[config.mk]
export PLATFORM = sky130hd
export DESIGN_NAME = msd_outq
export DESIGN_NICKNAME = d
export VERILOG_FILES = /design/src/design/msd_pkg.sv /design/src/design/msd_outq.sv
export SDC_FILE = /design/constraint.sdc
export NUM_CORES = 1
export LEC_CHECK = 0
export BUFFER_PORTS_ARGS = -buffer_cell sky130_fd_sc_hd__buf_4
export CAP_MARGIN = 40
export CORE_MARGIN = 3
export CORE_UTILIZATION = 30
export DETAILED_ROUTE_END_ITERATION = 8
export PLACE_DENSITY = 0.6
export SYNTH_ARGS = -nofsm -noshare
export SYNTH_HDL_FRONTEND = slang
export SYNTH_SLANG_ARGS = --single-unit
export TNS_END_PERCENT = 10
[constraint.sdc]
create_clock -name clk -period 5.66 [get_ports clk]
set_input_delay 0.566 -clock clk [delete_from_list [all_inputs] [get_ports clk]]
set_output_delay 0.566 -clock clk [all_outputs]
set_load 0.01 [all_outputs]
[src/design/msd_pkg.sv]
// Shared constants, types and helpers for the sorted multiset block.
package msd_pkg;

    localparam int CAPACITY = 64;
    localparam int VAL_W    = 32;
    localparam int CNT_W    = $clog2(CAPACITY + 1);
    localparam int OP_W     = 2;
    localparam int STATUS_W = 3;

    localparam int CMDQ_DEPTH = 2;
    localparam int CMDQ_PTR_W = $clog2(CMDQ_DEPTH);
    localparam int CMDQ_CNT_W = $clog2(CMDQ_DEPTH + 1);

    localparam int OUTQ_DEPTH = 2;
    localparam int OUTQ_PTR_W = $clog2(OUTQ_DEPTH);
    localparam int OUTQ_CNT_W = $clog2(OUTQ_DEPTH + 1);

    localparam logic [OP_W-1:0] OP_ADD    = 2'd0;
    localparam logic [OP_W-1:0] OP_REMOVE = 2'd1;
    localparam logic [OP_W-1:0] OP_FINISH = 2'd2;

    localparam logic [STATUS_W-1:0] ST_OK        = 3'd0;
    localparam logic [STATUS_W-1:0] ST_NOT_FOUND = 3'd1;
    localparam logic [STATUS_W-1:0] ST_EMPTY     = 3'd2;
    localparam logic [STATUS_W-1:0] ST_FULL      = 3'd3;
    localparam logic [STATUS_W-1:0] ST_HALTED    = 3'd4;

    typedef enum logic [1:0] {
        K_ADD,
        K_REMOVE,
        K_FINISH,
        K_NOP
    } kind_t;

    typedef struct packed {
        kind_t                   kind;
        logic signed [VAL_W-1:0] value;
    } cmd_t;

    typedef struct packed {
        logic signed [VAL_W-1:0] value;
        logic [STATUS_W-1:0]     status;
        logic                    last;
    } res_t;

    // Flip the sign bit so that unsigned order equals signed order.
    function automatic logic [VAL_W-1:0] order_key(input logic [VAL_W-1:0] raw);
        return raw ^ {1'b1, {(VAL_W-1){1'b0}}};
    endfunction

endpackage

[src/design/msd_outq.sv]
// Result queue: holds finished result transactions until they are popped.
module msd_outq (
    input  logic             clk,
    input  logic             rst_n,
    input  logic             res_push,
    input  msd_pkg::res_t    res_in,
    output logic             res_space,
    output logic             empty,
    input  logic             pop,
    output msd_pkg::res_t    head
);

    msd_pkg::res_t                     q_reg [msd_pkg::OUTQ_DEPTH];
    logic [msd_pkg::OUTQ_PTR_W-1:0]    wr_ptr_reg, wr_ptr_next;
    logic [msd_pkg::OUTQ_PTR_W-1:0]    rd_ptr_reg, rd_ptr_next;
    logic [msd_pkg::OUTQ_CNT_W-1:0]    cnt_reg, cnt_next;
    logic                              wr_en;
    logic                              rd_en;

    assign res_space = (cnt_reg != msd_pkg::OUTQ_CNT_W'(msd_pkg::OUTQ_DEPTH));
    assign empty     = (cnt_reg == '0);
    assign head      = q_reg[rd_ptr_reg];
    assign wr_en     = res_push && res_space;
    assign rd_en     = pop && !empty;

    always_comb
    begin
        wr_ptr_next = wr_en ? wr_ptr_reg + 1'b1 : wr_ptr_reg;
        rd_ptr_next = rd_en ? rd_ptr_reg + 1'b1 : rd_ptr_reg;
        cnt_next    = cnt_reg;
        if (wr_en && !rd_en)
        begin
            cnt_next = cnt_reg + 1'b1;
        end
        else if (rd_en && !wr_en)
        begin
            cnt_next = cnt_reg - 1'b1;
        end
    end

    always_ff @(posedge clk or negedge rst_n)
    begin
        if (!rst_n)
        begin
            wr_ptr_reg <= '0;
            rd_ptr_reg <= '0;
            cnt_reg    <= '0;
        end
        else
        begin
            wr_ptr_reg <= wr_ptr_next;
            rd_ptr_reg <= rd_ptr_next;
            cnt_reg    <= cnt_next;
        end
    end

    always_ff @(posedge clk)
    begin
        if (wr_en)
        begin
            q_reg[wr_ptr_reg] <= res_in;
        end
    end

endmodule

==> impl_metrics.yaml <==
place:
  port_buffers: 77
  hpwl_um: 3400
  gp_congestion: 0.633
  place_area_um2: 3690
grt:
  antenna_found_initial: 0
  grt_pass1_vias: 1540
  grt_pass1_wl_um: 7780
  grt_max_degree: 25
  overflow: 0
  grt_use_total_pct: 9.45
clock_network:
  clock_latency_ps: 340
  path_clk_slew_ps: 80
  cts_buffers: 9
  clkSinkCount: 76
  post-cts-setup-buffer-count: 0
  clock_path_buffers: 2
  postCtsHoldBufs: 1
  cts_tree: "yes"
  cts_resized: 0
  root_buffer: "clkbuf_8"
  h-tree-depth: 3
timing:
  slew_headroom_pct: 59.4
  maxSlewViolCount: 0
  worstMarginPinSlew_ps: 607
  fin_crit_ps: 2370
  hold_viol: 0
  period_share_pct: 41.8
  finalClockSkew_ps: 10.2
  setup_tns_ps: 0
  rsz0062_at_grt: "no"
  max_freq_mhz: 422
  setup_viol: 0
layout:
  design_area_um2: 3920
  n_fill_cell: 879
  multi_input_area_um2: 612
  largest_register_ffs: 72
  antennaDiodeCount: 0
  fin_nets: 259
  synthToLayoutAreaGrowth_pct: 33.3
  regArea_um2: 2260
  layout-drive-gt1-share_pct: 60.1
  final_core_util_pct: 41.8
yosys:
  synth_compound_area_share_pct: 0.170
  synthMuxAreaShare_pct: 17.5
  synth_fp_nets: 171
  synthSimpleGateAreaFrac_pct: 0.936
  synth_fa_ha_area_share_pct: 0.426
  seq_area_frac_synth_pct: 76.9
  ys_types: 15
  yosys_warnings: 0
  synth_top_family_by_area: "multiplexers"
  ys_ff_latch: 76
  synth_cells: 130
  netlist_area_um2: 2940
  synthXorXnorAreaFrac_pct: 1.49
  avgSynthCellArea_um2: 22.6
worst_setup_path:
  r2r_slack_ps: 3880
  worstSetupEndpoint: "head[35]"
  cpLargestDelayFamily: "flip-flops"
  end_kind: "output port"
  worstSetupPathDepth: 3
  cp_slowest_stage_delay_ps: 670
  cp_slowest_cell: "dfrtp_2"
  path_cells: "buf_12 > mux2_2 > buf_4"
  cp_data_required_time_ps: 5090
  path_max_fanout: 24
  startpoint: "rd_ptr_reg"
  reg2regPathDepth: 4
  worstSetupStartpointType: "flop"
  critPathBufInv: 2
  worstReg2RegEnd: "q_reg[0][22]"
  worstPathArrival_ps: 1800
  criticalPathCategory: "flop to output port"
  r2r-start: "cnt_reg[0]"
floorplanning:
  core_area_um2: 9370
  die_area_um2: 11000
  die_h_um: 105
  die_w_um: 105
  start_util_pct: 31.4
  fp-row-count: 35
  num_io_pins: 78
status:
  status: "finished, final reports clean"
route:
  wl_met1_um: 2070
  wl_per_cell_um: 14.2
  wl_met3_um: 480
  drt_first_pass_iters: 3
  wl_um: 5000
  antenna_left: 0
  met2WireLength_um: 2420
  drc_errors: 0
  vias: 1420
  viasPerCell: 4.03
  routed.top_layer: "met4"
  drtIter0Drc: 39
run:
  maxCapViolCount: 0
worst_hold_path:
  hp-start: "res_in[13]"
  hold_class: "input port to flop"
  holdPathStages: 1
power:
  powerDensity_nw_per_um2: 504
  ir_drop_uv: 260
  p_leak_nw: 1.55
## kinds of logic (layout without fill, tap and decap cells)
kind of cell             count (synthesis)  count (layout)
adder cells (fa/ha/maj)                  1               1
multiplexers                            36              36
XOR/XNOR                                 5               5
flip-flops                              76              76
buffers and inverters                    5              98
AO/OA/AOI/OAI                            1               1
AND/OR/NAND/NOR                          6               6
## power by group
group          switching (mW)  leakage [nW]  internal, mW
clock network           0.194         0.111         0.249
registers              0.0661         0.714         0.770
logic                   0.291         0.721         0.404
total                   0.551          1.55          1.42
## synth_stat cells
cell type   n  area share [%]
edfxtp_1   72              74
buf_12      3             2.0
xor2_1      2            0.60
ha_1        1            0.43
nand2b_1    1            0.21
inv_1       1            0.13
and3_1      1            0.21
mux2_2      7             2.7
xnor2_1     3            0.89
mux2_4     29              15
buf_6       1            0.38
nor2_1      3            0.38
dfrtp_1     4             3.4
o21ai_1     1            0.17
nand2_1     1            0.13
## metal layers
metal,global-route usage (%),vias up
met5,0,-
met4,3.37,0
met3,5.93,5
met2,14.6,55
met1,10.6,682
li1,-,678
## final cells by class
cell class,count,share of cell area (%)
multi-input combinational,49,15.6
sequential,76,57.8
tap,129,4.12
inverter,1,0.0958
clock inverter,6,2.23
clock buffer,10,3.26
timing repair buffer,81,16.9
## stage by stage
| step | cells | total power [mW] | hold slack, ps | setup slack [ps] |
|---|---|---|---|---|
| after CTS | 352 | 2.02 | 378 | 3220 |
| final | 352 | 1.97 | 407 | 3290 |
| after detailed placement | 335 | 1.57 | 368 | 3610 |
| after global routing | 352 | 2.09 | 377 | 3170 |
| after floorplan | 130 | 1.29 | 270 | 2990 |
| after global placement | 332 | 1.52 | 366 | 3360 |
## cell usage in the layout (no fill, tap or decap), drive strengths merged, types with 2 or more instances in the layout
cell type / count
buf: 80
bufinv: 2
clkbuf: 10
clkinv: 3
dfrtp: 4
edfxtp: 72
inv: 2
mux2: 36
nor2: 3
xnor2: 3
xor2: 2
## worst min-delay path by stage
stage                        end
finish              q_reg[1][13]
global route        q_reg[0][19]
floorplan             cnt_reg[0]
detailed placement    wr_ptr_reg
global placement      wr_ptr_reg
CTS                 q_reg[0][19]
Note: power is estimated with default switching activity, not from simulation.
