==> src/design/msd_pkg.sv <==
// Shared constants, types and helpers for the sorted multiset block.
package msd_pkg;

    localparam int CAPACITY = 64;
    localparam int VAL_W    = 32;
    localparam int CNT_W    = $clog2(CAPACITY + 1);
    localparam int OP_W     = 2;
    localparam int STATUS_W = 3;

    localparam int CMDQ_DEPTH = 2;
    localparam int CMDQ_PTR_W = $clog2(CMDQ_DEPTH);
    localparam int CMDQ_CNT_W = $clog2(CMDQ_DEPTH + 1);

    localparam int OUTQ_DEPTH = 2;
    localparam int OUTQ_PTR_W = $clog2(OUTQ_DEPTH);
    localparam int OUTQ_CNT_W = $clog2(OUTQ_DEPTH + 1);

    localparam logic [OP_W-1:0] OP_ADD    = 2'd0;
    localparam logic [OP_W-1:0] OP_REMOVE = 2'd1;
    localparam logic [OP_W-1:0] OP_FINISH = 2'd2;

    localparam logic [STATUS_W-1:0] ST_OK        = 3'd0;
    localparam logic [STATUS_W-1:0] ST_NOT_FOUND = 3'd1;
    localparam logic [STATUS_W-1:0] ST_EMPTY     = 3'd2;
    localparam logic [STATUS_W-1:0] ST_FULL      = 3'd3;
    localparam logic [STATUS_W-1:0] ST_HALTED    = 3'd4;

    typedef enum logic [1:0] {
        K_ADD,
        K_REMOVE,
        K_FINISH,
        K_NOP
    } kind_t;

    typedef struct packed {
        kind_t                   kind;
        logic signed [VAL_W-1:0] value;
    } cmd_t;

    typedef struct packed {
        logic signed [VAL_W-1:0] value;
        logic [STATUS_W-1:0]     status;
        logic                    last;
    } res_t;

    // Flip the sign bit so that unsigned order equals signed order.
    function automatic logic [VAL_W-1:0] order_key(input logic [VAL_W-1:0] raw);
        return raw ^ {1'b1, {(VAL_W-1){1'b0}}};
    endfunction

endpackage

==> src/design/msd_front.sv <==
// Front end: command queue that accepts and decodes incoming transactions.
module msd_front (
    input  logic                                clk,
    input  logic                                rst_n,
    input  logic                                push,
    output logic                                full,
    input  logic [msd_pkg::OP_W-1:0]            op,
    input  logic signed [msd_pkg::VAL_W-1:0]    value,
    output logic                                cmd_valid,
    output msd_pkg::cmd_t                       cmd,
    input  logic                                cmd_take
);

    msd_pkg::cmd_t                     q_reg [msd_pkg::CMDQ_DEPTH];
    logic [msd_pkg::CMDQ_PTR_W-1:0]    wr_ptr_reg, wr_ptr_next;
    logic [msd_pkg::CMDQ_PTR_W-1:0]    rd_ptr_reg, rd_ptr_next;
    logic [msd_pkg::CMDQ_CNT_W-1:0]    cnt_reg, cnt_next;
    msd_pkg::cmd_t                     dec_cmd;
    logic                              wr_en;
    logic                              rd_en;

    // Decode the op field into a command kind.
    always_comb
    begin
        dec_cmd.value = value;
        unique case (op)
            msd_pkg::OP_ADD:    dec_cmd.kind = msd_pkg::K_ADD;
            msd_pkg::OP_REMOVE: dec_cmd.kind = msd_pkg::K_REMOVE;
            msd_pkg::OP_FINISH: dec_cmd.kind = msd_pkg::K_FINISH;
            default:            dec_cmd.kind = msd_pkg::K_NOP;
        endcase
    end

    assign full      = (cnt_reg == msd_pkg::CMDQ_CNT_W'(msd_pkg::CMDQ_DEPTH));
    assign cmd_valid = (cnt_reg != '0);
    assign cmd       = q_reg[rd_ptr_reg];
    assign wr_en     = push && !full;
    assign rd_en     = cmd_take && cmd_valid;

    always_comb
    begin
        wr_ptr_next = wr_en ? wr_ptr_reg + 1'b1 : wr_ptr_reg;
        rd_ptr_next = rd_en ? rd_ptr_reg + 1'b1 : rd_ptr_reg;
        cnt_next    = cnt_reg;
        if (wr_en && !rd_en)
        begin
            cnt_next = cnt_reg + 1'b1;
        end
        else if (rd_en && !wr_en)
        begin
            cnt_next = cnt_reg - 1'b1;
        end
    end

    always_ff @(posedge clk or negedge rst_n)
    begin
        if (!rst_n)
        begin
            wr_ptr_reg <= '0;
            rd_ptr_reg <= '0;
            cnt_reg    <= '0;
        end
        else
        begin
            wr_ptr_reg <= wr_ptr_next;
            rd_ptr_reg <= rd_ptr_next;
            cnt_reg    <= cnt_next;
        end
    end

    always_ff @(posedge clk)
    begin
        if (wr_en)
        begin
            q_reg[wr_ptr_reg] <= dec_cmd;
        end
    end

endmodule

==> config.mk <==
export PLATFORM = sky130hd
export DESIGN_NAME = msd_front
export DESIGN_NICKNAME = d
export VERILOG_FILES = /design/src/design/msd_pkg.sv /design/src/design/msd_front.sv
export SDC_FILE = /design/constraint.sdc
export NUM_CORES = 1
export LEC_CHECK = 0
export BUFFER_PORTS_ARGS = -buffer_cell sky130_fd_sc_hd__buf_2
export CORE_AREA = 2 2 90 92
export CTS_BUF_LIST = sky130_fd_sc_hd__clkbuf_2
export DETAILED_ROUTE_END_ITERATION = 12
export DIE_AREA = 0 0 92 94
export PLACE_DENSITY = 0.71
export SLEW_MARGIN = 10
export SYNTH_ARGS = -nofsm -noshare
export SYNTH_HDL_FRONTEND = slang
export SYNTH_SLANG_ARGS = --single-unit
==> constraint.sdc <==
create_clock -name clk -period 2.5 [get_ports clk]
set_input_delay 0.375 -clock clk [delete_from_list [all_inputs] [get_ports clk]]
set_output_delay 0.375 -clock clk [all_outputs]
set_load 0.01 [all_outputs]
==> out/results.txt <==
met3 Usage GRT - 0.0610
largest net degree at the start of global routing - 23
Slew @ Worst Pin - 0.441 ns
CTS buffer count - 9
DR DRC count - 0
max cap viols - 0
minimum clock period - 2.08 ns
RSZ-0062 raised after global routing - no
EDFF count, synth - 68
sequential share of the synthesized area - 0.762
clock latency on the worst-skew pair - 0.47 ns
DR iter-0 viols - 54
chip height - 94 um
final wirelength - 4.33 mm
core area - 7610 um2
synth warn - 0
WP buf/inv - 2
Routed Antenna Nets - 0
Global Route Usage Sum - 0.109
Pins Over Slew Limit - 0
Port Buffer Count - 73
worst setup path endpoint - cmd[22]
Fin. Hold Viols - 0
Final Cycle Share - 0.830
f_max - 0.482 GHz
crit-path cells - buf_4, mux2_2, buf_2
Synth Instances - 127
Syn Nets - 166
dominant cell type by area after synthesis - edfxtp_1
CP Class - reg2out
Sink Count - 72
FF-to-FF path depth - 3
crit path DAT - 1.70 ns
Hold Path Class - in2reg
max FFs per register - 68
count of cell types in the netlist - 17
final instance area - 3430 um2
met1 usage - 0.125
DIE WIDTH - 92 um
area added between synthesis and finish - 22.0%
static leakage - 1.39 nW
CTS Buffer Depth - 2
worst endpoint required time - 2.12 ns
Critical-path top delay cell - dfrtp_2
vias in the first global route - 1429
Mapped Area - 2810 um2
number of antenna violations at the first check in global routing - 0
Setup crit start kind - flip-flop
Final Skew - 0.0185 ns
die area - 8650 um2
ys async rst share - 0.0556
average routed wire per standard cell - 13.7 um
CTS tree - built
H-Tree Depth - 3
worst slack, placed - 0.815 ns
Worst path depth - 3
worst stage delay on the critical path - 0.39 ns
Starting Density - 0.370
Yosys reg bits - 72
io pins - 74
Setup violations, final - 0
vias - 1356
share of layout cells above drive strength 1 - 0.609
vias per inst - 4.28
Antenna diodes - 0
crit-path max FO - 19
met2 Usage GRT - 0.169
clk slew on worst S/H paths - 0.19 ns
clk root buf - clkbuf_2
flop-to-flop setup slack - 0.81 ns
# rows - 32
total global routing overflow - 0
Layout Nets - 249
Synth Flop Type - edfxtp_1
hpwl dp - 3.09 mm
Power Density - 1110 nW/um2
CP startpoint - rd_ptr_reg$_DFFE_PN0P_
setup ws final - 0.425 ns
cell family with most CP delay - buffers and inverters
GP Congestion - 0.727
status - completed
Max-slew headroom - 0.705
TritonRoute pass-1 iters - 4
Post-DP Area - 3280 um2
largest cells by area after synthesis - edfxtp_1 (73%), mux2_4 (15%), dfrtp_1 (3.6%)
global route hottest layer - met2
Yosys top cell area share - 0.726
worst r2r src - cnt_reg[0]$_DFFE_PN0P_
r2r endpoint - q_reg[1][24]$_DFFE_PP_
CP Capture Type - output pin
Fin Setup TNS - 0 ns
syn_area_per_cell - 22.1 um2
first-pass GRT wire length - 6.89 mm
Peak VDD IR - 0.522 mV
[worst min-delay path by stage]
stage               cells after the start  startpoint                endpoint
floorplan                               0       rst_n  cnt_reg[0]$_DFFE_PN0P_
global placement                        1       rst_n  cnt_reg[1]$_DFFE_PN0P_
detailed placement                      1       rst_n  cnt_reg[0]$_DFFE_PN0P_
CTS                                     1    value[8]   q_reg[0][8]$_DFFE_PP_
global route                            1    value[1]   q_reg[0][1]$_DFFE_PP_
finish                                  1    value[1]   q_reg[0][1]$_DFFE_PP_
[area by class of cell]
cell class	count	area, um2
clock buffers	9	45.0
clock inverters	7	96.3
fillers	689	4180
inverters	2	7.51
multi-input cells	47	593
flip-flops and latches	72	2140
well taps	102	128
repair buffers	78	418
[cell usage after synthesis (all sizes together), types with 2 or more instances]
| library cell | count |
|---|---|
| edfxtp | 68 |
| mux2 | 34 |
| buf | 4 |
| dfrtp | 4 |
| xnor2 | 3 |
| clkbuf | 2 |
| inv | 2 |
| nand2 | 2 |
| nor2 | 2 |
| xor2 | 2 |
[through the flow]
step | cells | power [mW] | utilization | hold WS [ns]
CTS | 317 | 3.88 | 0.451 | 0.00111
finish | 317 | 3.80 | 0.451 | 0.0734
floorplan | 127 | 2.79 | - | 0.0794
global route | 317 | 4.02 | 0.451 | 0.00404
global placement | 300 | 3.13 | 0.431 | 0.187
detailed placement | 300 | 3.15 | 0.431 | 0.186
[layer usage]
layer	part of all wire	wire, um	up-vias
met1	0.41	1800	641
met4	0.0072	31	0
li1	-	-	652
met3	0.097	422	4
met5	0	0	-
met2	0.48	2080	59
[power breakdown]
part	total, mW	internal, mW	switching [mW]
clock	0.712	0.333	0.379
combinational	1.36	0.693	0.664
sequential	1.74	1.65	0.0851
total	3.80	2.68	1.13
[cell families (layout without fill, tap and decap cells)]
kind of cell	Yosys count	after routing	share of synthesized area
xor+xnor	5	5	0.0156
flops	72	72	0.762
simple gates	7	7	0.0129
buf+inv	8	96	0.0307
fa+ha+maj	1	1	0.00445
mux	34	34	0.175
[layout by cell type (no fill, tap or decap)]
cell,synthesis,routed
clkbuf_2,0,9
buf_2,0,73
or2_1,1,1
nor2_4,0,1
mux2_2,5,5
nand2_2,1,1
buf_4,0,3
dfrtp_2,0,1
nand2_1,1,1
clkinv_2,0,2
nand2b_1,1,1
mux2_4,29,29
ha_1,1,1
xor2_1,2,2
edfxtp_1,68,68
inv_1,2,2
dlygate4sd3_1,0,1
bufinv_16,0,2
xnor2_1,3,3
clkinv_4,0,3
nor2_1,2,1
buf_12,3,1
and3_2,0,1
dfrtp_1,4,3
[what timing repair did]
item,CTS,global route
hold buffers,1,0
hold endpoints to repair,4,0
buffers inserted,0,0
gates resized for setup,0,0
Power figures use the tool's default switching activity.
